$ cat src/rtl/tpd_pkg.sv
// Shared types, constants and helper functions for the terminated packet deframer.
// No dependencies; every other file in rtl/ refers to this package by scoped names.
`timescale 1ns / 1ps

package tpd_pkg;

	localparam int MAX_TERM    = 4;
	localparam int LEN_BITS    = 16;
	localparam int BYTE_W      = 8;
	localparam int TERM_W      = 3;
	localparam int TBYTES_W    = 32;
	localparam int CNT_W       = 17;
	localparam int MP_W        = $clog2(MAX_TERM + 1);
	localparam int PH_W        = $clog2(MAX_TERM + 3);
	localparam int CMDQ_DEPTH  = 2;
	localparam int APB_DW      = 32;
	localparam int APB_AW      = 4;
	localparam int REG_IDX_W   = 2;

	// register index codes (paddr[3:2])
	localparam logic [REG_IDX_W-1:0] REG_MAX_LEN    = 2'd0;
	localparam logic [REG_IDX_W-1:0] REG_TERM_LEN   = 2'd1;
	localparam logic [REG_IDX_W-1:0] REG_TERM_BYTES = 2'd2;

	// one command from front to back: held bytes, then rx byte, then end marker
	typedef struct packed {
		logic [BYTE_W-1:0] rx;
		logic              emit_b;
		logic [MP_W-1:0]   rel;
		logic              marker;
		logic              by_term;
		logic [CNT_W-1:0]  len;
	} cmd_t;

	// terminator length as used: values above MAX_TERM saturate
	function automatic logic [MP_W-1:0] eff_tl(input logic [TERM_W-1:0] tl);
		logic [MP_W-1:0] r;
		if (32'(tl) > MAX_TERM)
			r = MP_W'(MAX_TERM);
		else
			r = MP_W'(tl);
		return r;
	endfunction

	// terminator byte i; bytes past the fourth read as zero
	function automatic logic [BYTE_W-1:0] term_byte(input logic [TBYTES_W-1:0] tb,
	                                                input logic [MP_W-1:0] i);
		logic [TBYTES_W-1:0] s;
		logic [BYTE_W-1:0]   r;
		s = tb >> {i, 3'b000};
		if (32'(i) >= TBYTES_W / BYTE_W)
			r = '0;
		else
			r = s[BYTE_W-1:0];
		return r;
	endfunction

endpackage

$ cat src/rtl/tpd_front.sv
// Front end: accepts rx bytes, tracks byte count and terminator match, emits commands.
// Depends on tpd_pkg.
`timescale 1ns / 1ps

module tpd_front (
	input  logic                            clk,
	input  logic                            arst_n,
	input  logic                            push,
	input  logic                            full,
	input  logic [tpd_pkg::BYTE_W-1:0]      rx_byte,
	input  logic                            clr,
	input  logic [tpd_pkg::LEN_BITS-1:0]    max_len,
	input  logic [tpd_pkg::TERM_W-1:0]      term_len,
	input  logic [tpd_pkg::TBYTES_W-1:0]    term_bytes,
	output logic                            q_wr,
	output tpd_pkg::cmd_t                   q_data
);

	logic [tpd_pkg::CNT_W-1:0] byte_count_q, bc_n, bc_d;
	logic [tpd_pkg::MP_W-1:0]  match_pos_q, mp_d, mp0, mp1, rel_a, tl;
	logic                      accept, hit;

	assign accept = push && !full;

	always_comb begin
		tl     = tpd_pkg::eff_tl(term_len);
		bc_n   = byte_count_q + tpd_pkg::CNT_W'(1);
		mp0    = (match_pos_q >= tl) ? '0 : match_pos_q;
		hit    = (rx_byte == tpd_pkg::term_byte(term_bytes, mp0));
		q_data = '0;
		q_data.rx = rx_byte;
		bc_d   = bc_n;
		mp_d   = '0;
		mp1    = '0;
		rel_a  = '0;
		if (tl == '0) begin
			q_data.emit_b = 1'b1;
			if (bc_n >= tpd_pkg::CNT_W'(max_len)) begin
				q_data.marker = 1'b1;
				q_data.len    = bc_n;
				bc_d          = '0;
			end
		end else begin
			if (hit) begin
				mp1 = mp0 + tpd_pkg::MP_W'(1);
			end else begin
				rel_a         = mp0;
				q_data.emit_b = 1'b1;
			end
			q_data.rel = rel_a;
			if (mp1 >= tl) begin
				q_data.marker  = 1'b1;
				q_data.by_term = 1'b1;
				q_data.len     = bc_n - tpd_pkg::CNT_W'(tl);
				bc_d           = '0;
			end else if (bc_n >= tpd_pkg::CNT_W'(max_len) + tpd_pkg::CNT_W'(tl)) begin
				// length limit: held bytes go out as payload
				q_data.marker = 1'b1;
				q_data.rel    = rel_a + mp1;
				q_data.len    = bc_n;
				bc_d          = '0;
			end else begin
				mp_d = mp1;
			end
		end
		q_wr = accept && (q_data.emit_b || q_data.marker);
	end

	always_ff @(posedge clk or negedge arst_n) begin
		if (!arst_n) begin
			byte_count_q <= '0;
			match_pos_q  <= '0;
		end else if (clr) begin
			byte_count_q <= '0;
			match_pos_q  <= '0;
		end else if (accept) begin
			byte_count_q <= bc_d;
			match_pos_q  <= mp_d;
		end
	end

endmodule

$ cat src/rtl/tpd_cmdq.sv
// Short command queue between front and back ends.
// Depends on tpd_pkg (cmd_t, CMDQ_DEPTH).
`timescale 1ns / 1ps

module tpd_cmdq (
	input  logic          clk,
	input  logic          arst_n,
	input  logic          wr,
	input  tpd_pkg::cmd_t wdata,
	input  logic          rd,
	output tpd_pkg::cmd_t rdata,
	output logic          full,
	output logic          nempty
);

	localparam int PTR_W = (tpd_pkg::CMDQ_DEPTH > 1) ? $clog2(tpd_pkg::CMDQ_DEPTH) : 1;
	localparam int CNT_QW = $clog2(tpd_pkg::CMDQ_DEPTH + 1);

	tpd_pkg::cmd_t       mem_q [tpd_pkg::CMDQ_DEPTH];
	logic [PTR_W-1:0]    wp_q, rp_q;
	logic [CNT_QW-1:0]   cnt_q;
	logic                do_wr, do_rd;

	assign full   = (cnt_q == CNT_QW'(tpd_pkg::CMDQ_DEPTH));
	assign nempty = (cnt_q != '0);
	assign do_wr  = wr && !full;
	assign do_rd  = rd && nempty;
	assign rdata  = mem_q[rp_q];

	always_ff @(posedge clk) begin
		if (do_wr)
			mem_q[wp_q] <= wdata;
	end

	always_ff @(posedge clk or negedge arst_n) begin
		if (!arst_n) begin
			wp_q  <= '0;
			rp_q  <= '0;
			cnt_q <= '0;
		end else begin
			if (do_wr)
				wp_q <= (32'(wp_q) == tpd_pkg::CMDQ_DEPTH - 1) ? '0 : wp_q + PTR_W'(1);
			if (do_rd)
				rp_q <= (32'(rp_q) == tpd_pkg::CMDQ_DEPTH - 1) ? '0 : rp_q + PTR_W'(1);
			if (do_wr && !do_rd)
				cnt_q <= cnt_q + CNT_QW'(1);
			else if (do_rd && !do_wr)
				cnt_q <= cnt_q - CNT_QW'(1);
		end
	end

endmodule

$ cat src/rtl/tpd_back.sv
// Back end: steps commands into the output register, one result per unstalled cycle.
// Depends on tpd_pkg.
`timescale 1ns / 1ps

module tpd_back (
	input  logic                          clk,
	input  logic                          arst_n,
	input  logic                          q_nempty,
	input  tpd_pkg::cmd_t                 q_data,
	output logic                          q_rd,
	input  logic [tpd_pkg::TBYTES_W-1:0]  term_bytes,
	input  logic                          pop,
	output logic                          empty,
	output logic [tpd_pkg::BYTE_W-1:0]    data_byte,
	output logic                          has_data,
	output logic                          last,
	output logic                          by_terminator,
	output logic [tpd_pkg::CNT_W-1:0]     packet_length
);

	logic [tpd_pkg::PH_W-1:0]   ph_q, rel_e, last_ph;
	logic                       out_v_q, adv, is_last;
	logic [tpd_pkg::BYTE_W-1:0] data_q, data_d;
	logic                       hd_q, hd_d, last_q, last_d, bt_q, bt_d;
	logic [tpd_pkg::CNT_W-1:0]  len_q, len_d;

	always_comb begin
		adv     = q_nempty && (!out_v_q || pop);
		rel_e   = tpd_pkg::PH_W'(q_data.rel);
		last_ph = rel_e + tpd_pkg::PH_W'(q_data.emit_b) + tpd_pkg::PH_W'(q_data.marker)
		          - tpd_pkg::PH_W'(1);
		is_last = (ph_q == last_ph);
		data_d  = '0;
		hd_d    = 1'b1;
		last_d  = 1'b0;
		bt_d    = 1'b0;
		len_d   = '0;
		if (ph_q < rel_e) begin
			// held terminator prefix byte
			data_d = tpd_pkg::term_byte(term_bytes, ph_q[tpd_pkg::MP_W-1:0]);
		end else if (ph_q == rel_e && q_data.emit_b) begin
			data_d = q_data.rx;
		end else begin
			hd_d   = 1'b0;
			last_d = 1'b1;
			bt_d   = q_data.by_term;
			len_d  = q_data.len;
		end
		q_rd = adv && is_last;
	end

	always_ff @(posedge clk or negedge arst_n) begin
		if (!arst_n) begin
			ph_q    <= '0;
			out_v_q <= 1'b0;
		end else if (adv) begin
			out_v_q <= 1'b1;
			ph_q    <= is_last ? '0 : ph_q + tpd_pkg::PH_W'(1);
		end else if (pop) begin
			out_v_q <= 1'b0;
		end
	end

	always_ff @(posedge clk) begin
		if (adv) begin
			data_q <= data_d;
			hd_q   <= hd_d;
			last_q <= last_d;
			bt_q   <= bt_d;
			len_q  <= len_d;
		end
	end

	assign empty         = !out_v_q;
	assign data_byte     = data_q;
	assign has_data      = hd_q;
	assign last          = last_q;
	assign by_terminator = bt_q;
	assign packet_length = len_q;

endmodule

$ cat src/rtl/terminated_packet_deframer.sv
// Top level of the terminated packet deframer: APB registers, front, queue, back.
// Depends on tpd_pkg, tpd_front, tpd_cmdq, tpd_back.
//
// channel   ports                                   handshake
// -------   -------------------------------------   ---------------------------------
// input     rx_byte                                 push & !full
// results   data_byte has_data last by_terminator   pop & !empty
//           packet_length
// config    paddr pwdata prdata                     psel & penable & pwrite (pready=1)
//
// The front takes one item per cycle whenever the command queue has room. The
// back writes one result per cycle into the output register while results
// are popped, so an item occupies the back for one step per result it causes
// (0 to 5: up to 3 held bytes, the byte itself and the end marker); the
// back's one-result-per-cycle sequencer sets the sustained rate.
// Reset clears the registers (max_len 1), the match state and both queues.
// A stalled output holds its result while the front keeps accepting until the
// two-entry queue fills.
`timescale 1ns / 1ps

module terminated_packet_deframer (
	input  logic                            clk,
	input  logic                            arst_n,
	// input queue side
	input  logic                            push,
	output logic                            full,
	input  logic [tpd_pkg::BYTE_W-1:0]      rx_byte,
	// result queue side
	output logic                            empty,
	input  logic                            pop,
	output logic [tpd_pkg::BYTE_W-1:0]      data_byte,
	output logic                            has_data,
	output logic                            last,
	output logic                            by_terminator,
	output logic [tpd_pkg::CNT_W-1:0]       packet_length,
	// configuration
	input  logic                            psel,
	input  logic                            penable,
	input  logic                            pwrite,
	input  logic [tpd_pkg::APB_AW-1:0]      paddr,
	input  logic [tpd_pkg::APB_DW-1:0]      pwdata,
	output logic [tpd_pkg::APB_DW-1:0]      prdata,
	output logic                            pready
);

	logic [tpd_pkg::LEN_BITS-1:0]  max_len_q;
	logic [tpd_pkg::TERM_W-1:0]    term_len_q;
	logic [tpd_pkg::TBYTES_W-1:0]  term_bytes_q;
	logic [tpd_pkg::REG_IDX_W-1:0] reg_idx;
	logic                          cfg_wr, cfg_hit;

	logic          q_wr, q_rd, q_nempty;
	tpd_pkg::cmd_t q_wdata, q_rdata;

	assign pready  = 1'b1;
	assign reg_idx = paddr[tpd_pkg::APB_AW-1:2];
	assign cfg_wr  = psel && penable && pwrite && pready;

	// a write to any known register abandons the packet in progress
	always_comb begin
		case (reg_idx)
			tpd_pkg::REG_MAX_LEN: begin
				cfg_hit = 1'b1;
				prdata  = tpd_pkg::APB_DW'(max_len_q);
			end
			tpd_pkg::REG_TERM_LEN: begin
				cfg_hit = 1'b1;
				prdata  = tpd_pkg::APB_DW'(term_len_q);
			end
			tpd_pkg::REG_TERM_BYTES: begin
				cfg_hit = 1'b1;
				prdata  = term_bytes_q;
			end
			default: begin
				cfg_hit = 1'b0;
				prdata  = '0;
			end
		endcase
	end

	always_ff @(posedge clk or negedge arst_n) begin
		if (!arst_n) begin
			max_len_q    <= tpd_pkg::LEN_BITS'(1);
			term_len_q   <= '0;
			term_bytes_q <= '0;
		end else if (cfg_wr) begin
			case (reg_idx)
				tpd_pkg::REG_MAX_LEN:    max_len_q    <= pwdata[tpd_pkg::LEN_BITS-1:0];
				tpd_pkg::REG_TERM_LEN:   term_len_q   <= pwdata[tpd_pkg::TERM_W-1:0];
				tpd_pkg::REG_TERM_BYTES: term_bytes_q <= pwdata[tpd_pkg::TBYTES_W-1:0];
				default: ;
			endcase
		end
	end

	// front: classify each item into a command
	tpd_front u_front (
		.clk        (clk),
		.arst_n     (arst_n),
		.push       (push),
		.full       (full),
		.rx_byte    (rx_byte),
		.clr        (cfg_wr && cfg_hit),
		.max_len    (max_len_q),
		.term_len   (term_len_q),
		.term_bytes (term_bytes_q),
		.q_wr       (q_wr),
		.q_data     (q_wdata)
	);

	// decoupling queue; its full flag is the input side's full
	tpd_cmdq u_cmdq (
		.clk    (clk),
		.arst_n (arst_n),
		.wr     (q_wr),
		.wdata  (q_wdata),
		.rd     (q_rd),
		.rdata  (q_rdata),
		.full   (full),
		.nempty (q_nempty)
	);

	// back: expand commands into result items
	tpd_back u_back (
		.clk           (clk),
		.arst_n        (arst_n),
		.q_nempty      (q_nempty),
		.q_data        (q_rdata),
		.q_rd          (q_rd),
		.term_bytes    (term_bytes_q),
		.pop           (pop),
		.empty         (empty),
		.data_byte     (data_byte),
		.has_data      (has_data),
		.last          (last),
		.by_terminator (by_terminator),
		.packet_length (packet_length)
	);

endmodule

$ cat config.mk
export PLATFORM = sky130hd
export DESIGN_NAME = terminated_packet_deframer
export DESIGN_NICKNAME = d
export VERILOG_FILES = /design/src/rtl/tpd_pkg.sv /design/src/rtl/tpd_front.sv /design/src/rtl/tpd_cmdq.sv /design/src/rtl/tpd_back.sv /design/src/rtl/terminated_packet_deframer.sv
export SDC_FILE = /design/constraint.sdc
export NUM_CORES = 1
export LEC_CHECK = 0
export BUFFER_PORTS_ARGS = -buffer_cell sky130_fd_sc_hd__buf_2
export CAP_MARGIN = 10
export CORE_MARGIN = 3
export CORE_UTILIZATION = 64
export DETAILED_ROUTE_END_ITERATION = 16
export GPL_ROUTABILITY_DRIVEN = 1
export MAX_ROUTING_LAYER = met4
export PLACE_DENSITY = 0.95
export SYNTH_ARGS = -nofsm -noshare
export SYNTH_HDL_FRONTEND = slang
export SYNTH_SLANG_ARGS = --single-unit
$ cat constraint.sdc
create_clock -name clk -period 9.33 [get_ports clk]
set_input_delay 0 -clock clk [delete_from_list [all_inputs] [get_ports clk]]
set_output_delay 0 -clock clk [all_outputs]
set_load 0.02 [all_outputs]
==> out/results.md, run 1 <==
| Step | Metric | Value |
|:---|:---|:---|
| global routing | GRT Total Usage | 35.4% |
| detailed routing | Vias/cell | 6.66 |
| timing | Relative slew margins | 27.3% |
| synthesis | Post-synthesis sequential element count | 169 |
| synthesis | Share of synthesized flip-flops with an asynchronous set or reset | 46.7% |
| global routing | Largest net degree at the start of global routing | 68 |
| detailed routing | Number of iterations in the first detailed-routing pass | 9 |
| timing | Worst Tran Pin Value | 1.09 ns |
| floorplanning | Die X-Extent | 131 um |
| synthesis | Synth area leader | sky130_fd_sc_hd__edfxtp_1 |
| pwr | Total Power Consumption | 3260 uW |
| worst setup path | Crit-path cells | inv_1, nand2_1, ha_1, or4b_4, a21oi_2, mux2i_1, a21oi_1, or4_1, o311ai_1, and4_1, ha_1, inv_1, ha_1, nand2b_1, a21o_1, a21oi_1, nor4_1, nand3_1, a211oi_1, nand3_1, mux2i_1, o22ai_1 |
| timing | Hold violation count in the final report | 0 |
| clocking | Clock tree root driver cell | sky130_fd_sc_hd__clkbuf_16 |
| worst setup path | Category of the most critical setup path | reg -> reg |
| worst setup path | Critical path's most frequent cell | sky130_fd_sc_hd__ha_1 |
| synthesis | Cell count after synthesis | 911 |
| timing | Worst slack on hold paths | 0.227 ns |
| run | # Max-Cap Violations | 0 |
| floorplanning | Die Ht | 131 um |
| detailed routing | Wire per inst | 22.7 um |
| worst setup path | Worst Path Required | 9.48 ns |
| clocking | CTS sink count | 169 |
| synthesis | Number of enable flip-flop cells after synthesis | 90 |
| place | HPWL after DPL | 17.3 mm |
| synthesis | Per-instance average area after synthesis | 10.9 um2 |
| synthesis | Ys Warns | 0 |
| synthesis | Synth top area cells | sky130_fd_sc_hd__edfxtp_1 (27%), sky130_fd_sc_hd__dfrtp_1 (20%), sky130_fd_sc_hd__ha_1 (7.0%) |
| worst setup path | Biggest cell delay along the critical path | 0.59 ns |
| cells and area | Synth-to-layout area growth | 16.9% |
| clocking | CTS clock-pin slew for the worst setup and hold paths | 0.07 ns |
| status | Status | complete, no violations |
| worst setup path | Critical-path cell with the highest stage delay | sky130_fd_sc_hd__or4b_4 |
| timing | Fmax | 152 MHz |
| timing | Final slew viol count | 0 |
| global routing | Wire length of the first global-routing pass | 44.5 mm |
| pwr | Maximum vdd drop | 0.000187 V |
| hold path | Hold crit path type | in -> reg |
| global routing | Number of global-route vias before repair | 8494 |
| pwr | Pwr Density | 281 nW/um2 |
| pwr | Total leakage power | 0.00516 uW |
| synthesis | Unique masters post-synth | 75 |
| clocking | CTS tree | built |
| detailed routing | Via Count | 8331 |
| clocking | Number of gates resized after cts | 0 |
| floorplanning | Core footprint | 14900 um2 |
| clocking | CTS H-tree depth | 4 |
| worst setup path | Crit. End Element | flip-flop |
| floorplanning | Initial standard-cell utilization of the core | 66.9% |
| timing | Setup violation total in the final timing report | 0 |
| timing | Minimum clock period after layout | 6.58 ns |
| floorplanning | Die Outline Area | 17100 um2 |
| synthesis | Area fraction of the dominant cell type after synthesis | 27.2% |
| synthesis | Synthesized net count | 1021 |
| worst setup path | Worst-path maximum fanout | 10 |
| synthesis | Top cells by instance count after synthesis | sky130_fd_sc_hd__edfxtp_1 (90), sky130_fd_sc_hd__dfrtp_1 (78), sky130_fd_sc_hd__nor2_1 (64), sky130_fd_sc_hd__inv_1 (63), sky130_fd_sc_hd__nand2_1 (61) |
| synthesis | Post-synthesis instance area | 9940 um2 |
| floorplanning | # IOs | 114 |
| cells and area | Net total in the final layout | 1164 |
| place | Count of input and output buffers | 110 |
| timing | Setup repair after global routing missed its margin | no |
| place | GPL Wtd Cong | 0.928 |
| synthesis | Count leader, synth | sky130_fd_sc_hd__edfxtp_1 |
| detailed routing | Post-route ant nets | 0 |
| cells and area | Share of post-route cells with drive strength above 1 | 21.5% |
| synthesis | Sequential share of the synthesized area | 47.1% |
| worst setup path | Combined buffer and inverter count along the critical path | 2 |
| detailed routing | Detailed-route wire length | 28.5 mm |
| clocking | Clk_lat worst skew | 0.45 ns |
| worst setup path | Cell family with the largest share of critical-path delay | simple AND/OR/NAND/NOR gates |
| clocking | Maximum number of buffers from clock root to sink | 2 |
| worst setup path | Kind of launch point of the worst setup path | flip-flop |
| global routing | Antenna violations before repair | 1 |
| detailed routing | Number of DRC violations after detailed-routing iteration 0 | 1016 |
| timing | Tcrit/Tclk final | 70.5% |
| timing | Setup tns final | 0 ns |
| worst setup path | Arrival time reported for the critical path endpoint | 6.73 ns |
| detailed routing | Count of unresolved DRC violations after routing | 0 |
| timing | Final setup skew | 0.0177 ns |
| synthesis | Dominant synthesized flop cell | sky130_fd_sc_hd__edfxtp_1 |
| clocking | Number of clock buffers inserted by TritonCTS | 17 |
| floorplanning | Core Rows | 44 |
| clocking | Post-CTS repair timing setup buffer count | 0 |
| global routing | Total congestion overflow after global routing | 0 |
[routing by layer]
| layer | global-route usage [%] | routed length, um | vias up |
|---|---|---|---|
| li1 | - | - | 3591 |
| met1 | 41.1 | 9970 | 3919 |
| met2 | 54.0 | 13300 | 633 |
| met3 | 9.55 | 2980 | 188 |
| met4 | 23.4 | 2160 | 0 |
| met5 | - | 0 | - |
[layout by cell type, fill, tap and decap left out, types with 22 or more instances in the layout]
| cell type | instances |
|---|---|
| sky130_fd_sc_hd__buf_2 | 109 |
| sky130_fd_sc_hd__edfxtp_1 | 90 |
| sky130_fd_sc_hd__dfrtp_1 | 78 |
| sky130_fd_sc_hd__nor2_1 | 64 |
| sky130_fd_sc_hd__inv_1 | 63 |
| sky130_fd_sc_hd__nand2_1 | 61 |
| sky130_fd_sc_hd__ha_1 | 56 |
| sky130_fd_sc_hd__mux2_2 | 54 |
| sky130_fd_sc_hd__mux2i_1 | 51 |
| sky130_fd_sc_hd__dlygate4sd3_1 | 44 |
| sky130_fd_sc_hd__o21ai_0 | 40 |
| sky130_fd_sc_hd__a21oi_1 | 28 |
| sky130_fd_sc_hd__xnor2_1 | 27 |
| sky130_fd_sc_hd__nor3_1 | 22 |
[worst min-delay path: stages]
cell and delay [ns]:
sky130_fd_sc_hd__buf_2 0.10, sky130_fd_sc_hd__nand3_1 0.20, sky130_fd_sc_hd__nor3b_2 0.12, sky130_fd_sc_hd__mux2_2 0.22
[registers in the layout (all words and copies together), names as in the netlist]
register              count
max_len_q                16
term_bytes_q             32
term_len_q                3
u_back.by_terminator      1
u_back.data_byte          8
u_back.has_data           1
u_back.last               1
u_back.out_v_q            1
u_back.packet_length     17
u_back.ph_q               3
u_cmdq.cnt_q              2
u_cmdq.mem_q             62
u_cmdq.rp_q               1
u_cmdq.wp_q               1
u_front.byte_count_q     17
u_front.match_pos_q       3
[repair_timing]
action / 4_1_cts / 5_1_grt
setup endpoints to repair: 0 / 0
hold buffers: 44 / 0
hold endpoints to repair: 81 / 0
[power by group]
group	internal (uW)	switching [uW]
Sequential	1080	184
Combinational	521	799
Clock	369	306
Total	1980	1290
[worst paths after layout]
kind                                           from                       end  slack [ns]  cells past startpoint
setup / recovery                      term_len_q[2]       u_cmdq.mem_q[1][14]        2.75                     22
hold / removal                               pwrite          term_bytes_q[12]        0.23                      4
setup reg to reg                      term_len_q[2]       u_cmdq.mem_q[1][14]        2.75                     22
hold reg to reg            u_front.byte_count_q[16]  u_front.byte_count_q[16]        0.51                      2
max in group asynchronous                    arst_n           u_cmdq.cnt_q[1]        8.16                      3
min in group asynchronous                    arst_n  u_front.byte_count_q[12]        0.31                      3
[kinds of logic after synthesis]
| logic type | Yosys count | synth area share [%] |
|---|---|---|
| fa+ha+maj | 59 | 7.65 |
| simple gates | 263 | 13.4 |
| compound gates | 160 | 10.8 |
| buf+inv | 102 | 4.08 |
| xor+xnor | 44 | 3.88 |
| flops | 169 | 47.1 |
| other cells | 1 | 0.0377 |
| mux | 113 | 13.1 |
[per-stage QoR]
step	util [%]	instances	setup slack (ns)	instance area (um2)
final	78.2	1251	2.75	11600
after global placement	71.5	1175	3.11	10600
after detailed placement	71.5	1175	3.03	10600
after global routing	78.2	1251	2.35	11600
after CTS	78.2	1250	2.97	11600
after floorplan	-	911	3.29	9940
[layout make-up]
cell class	instances	area, um2
Sequential cell	169	4680
Clock inverter	12	115
Fill cell	796	3240
Tap cell	184	230
Clock buffer	19	433
Timing Repair Buffer	162	1050
Multi-Input combinational cell	640	4870
Inverter	64	243
Antenna cell	1	2.50
No activity file was read; power rests on OpenSTA's default activity.
==> run 2, diff against run 1 <==
- CORE_UTILIZATION: 64 -> 54
- PLACE_DENSITY: 0.95 -> 0.89
- clock period: 9.33 -> 5.7 ns (I/O delays scaled with it)
==> out/results.md, run 2 (synthesized netlist as in run 1, its figures left out) <==
| Step | Metric | Value |
|:---|:---|:---|
| cells and area | Top register by number of flip-flops | u_cmdq.mem_q |
| detailed routing | Vias/cell | 6.09 |
| timing | Setup violation total in the final timing report | 0 |
| timing | Setup tns final | 0 ns |
| floorplanning | Core footprint | 17700 um2 |
| clocking | Maximum number of buffers from clock root to sink | 2 |
| place | HPWL after DPL | 17.6 mm |
| floorplanning | Die Ht | 142 um |
| floorplanning | Initial standard-cell utilization of the core | 56.3% |
| floorplanning | # IOs | 114 |
| worst setup path | Worst-path maximum fanout | 5 |
| detailed routing | Post-route ant nets | 0 |
| floorplanning | Die X-Extent | 142 um |
| timing | Hold violation count in the final report | 0 |
| detailed routing | Number of iterations in the first detailed-routing pass | 7 |
| timing | Final critical-path setup slack | 0.362 ns |
| global routing | Antenna violations before repair | 0 |
| timing | Worst Tran Pin Value | 1.06 ns |
| detailed routing | Detailed-route wire length | 25.5 mm |
| worst setup path | Arrival time reported for the critical path endpoint | 5.68 ns |
| cells and area | Antenna diodes | 0 |
| worst setup path | Crit. End Element | flip-flop |
| worst setup path | Reg-to-reg startpoint | term_len_q[2] |
| cells and area | Finished layout cell area | 11800 um2 |
| place | GPL Wtd Cong | 0.934 |
| pwr | Maximum vdd drop | 0.000413 V |
| clocking | CTS clock-pin slew for the worst setup and hold paths | 0.07 ns |
| cells and area | Net total in the final layout | 1172 |
| clocking | Clk_lat worst skew | 0.44 ns |
| status | Status | complete, no violations |
| worst setup path | Worst Path Required | 6.04 ns |
| pwr | Total leakage power | 0.00524 uW |
| hold path | Min-Delay Startpoint | push |
| floorplanning | Core Rows | 48 |
| timing | Setup repair after global routing missed its margin | no |
| global routing | Wire length of the first global-routing pass | 41.1 mm |
| clocking | CTS tree | built |
| timing | Tcrit/Tclk final | 93.6% |
| timing | Final slew viol count | 0 |
| global routing | GRT Total Usage | 26.6% |
| cells and area | Commonest cells after routing, fill and taps aside | sky130_fd_sc_hd__buf_2 (109), sky130_fd_sc_hd__edfxtp_1 (90), sky130_fd_sc_hd__dfrtp_1 (78), sky130_fd_sc_hd__inv_1 (63), sky130_fd_sc_hd__nor2_1 (63) |
| cells and area | Synth-to-layout area growth | 19.0% |
| timing | Worst slack on hold paths | 0.0551 ns |
| clocking | CTS H-tree depth | 4 |
| cells and area | Most common cell after layout, fill and taps aside | sky130_fd_sc_hd__buf_2 |
| hold path | Hold crit path type | in -> reg |
| floorplanning | Die Outline Area | 20100 um2 |
| detailed routing | Wire per inst | 19.6 um |
| pwr | Pwr Density | 457 nW/um2 |
| detailed routing | Count of unresolved DRC violations after routing | 0 |
| global routing | Total congestion overflow after global routing | 0 |
| global routing | Number of global-route vias before repair | 7902 |
| worst setup path | Kind of launch point of the worst setup path | flip-flop |
| worst setup path | Crit. Startpoint | term_len_q[2] |
| cells and area | Number of flip-flops in the largest register | 62 |
| place | Worst Setup Slack post-DPL | 0.210 ns |
| run | # Max-Cap Violations | 0 |
| timing | Relative slew margins | 29.0% |
| detailed routing | Number of DRC violations after detailed-routing iteration 0 | 864 |
| timing | Fmax | 187 MHz |
| clocking | Number of clock buffers inserted by TritonCTS | 17 |
| place | Count of input and output buffers | 110 |
| cells and area | Share of post-route cells with drive strength above 1 | 23.1% |
| clocking | Clock tree root driver cell | sky130_fd_sc_hd__clkbuf_16 |
| place | Placed instance area | 10800 um2 |
| global routing | Largest net degree at the start of global routing | 80 |
| clocking | CTS sink count | 169 |
| detailed routing | Via Count | 7913 |
| worst setup path | Category of the most critical setup path | reg -> reg |
| timing | Final setup skew | 0.0128 ns |
| pwr | Total Power Consumption | 5410 uW |
| timing | Minimum clock period after layout | 5.34 ns |
| cells and area | Biggest registers after layout | u_cmdq.mem_q: 62 flops, term_bytes_q: 32 flops |
-- run 2: stage by stage --
step | std cells | utilization [%]
after floorplan | 911 | -
after global placement | 1225 | 60.9
after detailed placement | 1225 | 60.9
after CTS | 1299 | 66.6
after global routing | 1300 | 67.0
final | 1300 | 67.0
-- run 2: path summary, 6_finish.rpt --
check                                           end  slack (ns)  cells after the start
setup / recovery                    u_cmdq.cnt_q[1]        0.36                     22
hold / removal                          u_cmdq.wp_q        0.06                      4
setup reg to reg                    u_cmdq.cnt_q[1]        0.36                     22
hold reg to reg            u_front.byte_count_q[16]        0.50                      2
max in group asynchronous          term_bytes_q[19]        4.71                      2
min in group asynchronous  u_front.byte_count_q[13]        0.30                      2
-- run 2: report_power, final --
part	total, uW	switching (uW)	internal [uW]
Combinational	2170	1280	891
Clock	1180	522	657
Sequential	2070	294	1770
-- run 2: final cells by class --
| cell class | instances | area [um2] |
|---|---|---|
| Clock buffer | 18 | 429 |
| Clock inverter | 14 | 165 |
| Fill cell | 1213 | 5820 |
| Inverter | 64 | 243 |
| Multi-Input combinational cell | 640 | 4900 |
| Sequential cell | 169 | 4680 |
| Tap cell | 225 | 282 |
| Timing Repair Buffer | 170 | 1130 |
-- run 2: layer usage --
layer / vias to the layer above / part of all wire [%] / track usage, %
li1: 3610 / - / -
met1: 3842 / 41 / 34.4
met2: 382 / 48 / 42.1
met3: 79 / 7.3 / 5.02
met4: 0 / 3.3 / 10.1
met5: - / 0 / -
-- run 2: what timing repair did --
action                                  in CTS  in global routing
endpoints found under the setup margin       0                 90
hold buffers                                42                  0
gates resized for setup                      0                  9
hold endpoints to repair                   146                  0
buffers inserted                             0                  0
-- run 2: worst max-delay path, cell delays in order, from the launching register on --
cell	delay, ns
sky130_fd_sc_hd__dfrtp_1	0.37
sky130_fd_sc_hd__inv_1	0.10
sky130_fd_sc_hd__nand2_1	0.08
sky130_fd_sc_hd__ha_1	0.23
sky130_fd_sc_hd__or4b_4	0.58
sky130_fd_sc_hd__a211o_1	0.34
sky130_fd_sc_hd__o22ai_2	0.14
sky130_fd_sc_hd__a21oi_1	0.09
sky130_fd_sc_hd__or4_1	0.53
sky130_fd_sc_hd__o311ai_1	0.10
sky130_fd_sc_hd__and4_4	0.32
sky130_fd_sc_hd__ha_1	0.20
sky130_fd_sc_hd__inv_1	0.05
sky130_fd_sc_hd__ha_1	0.26
sky130_fd_sc_hd__nand2b_1	0.15
sky130_fd_sc_hd__a21o_1	0.19
sky130_fd_sc_hd__a21o_1	0.21
sky130_fd_sc_hd__nor3_2	0.34
sky130_fd_sc_hd__a21oi_2	0.17
sky130_fd_sc_hd__ha_1	0.22
sky130_fd_sc_hd__xor2_1	0.17
sky130_fd_sc_hd__nor2_1	0.18
sky130_fd_sc_hd__xor2_1	0.22
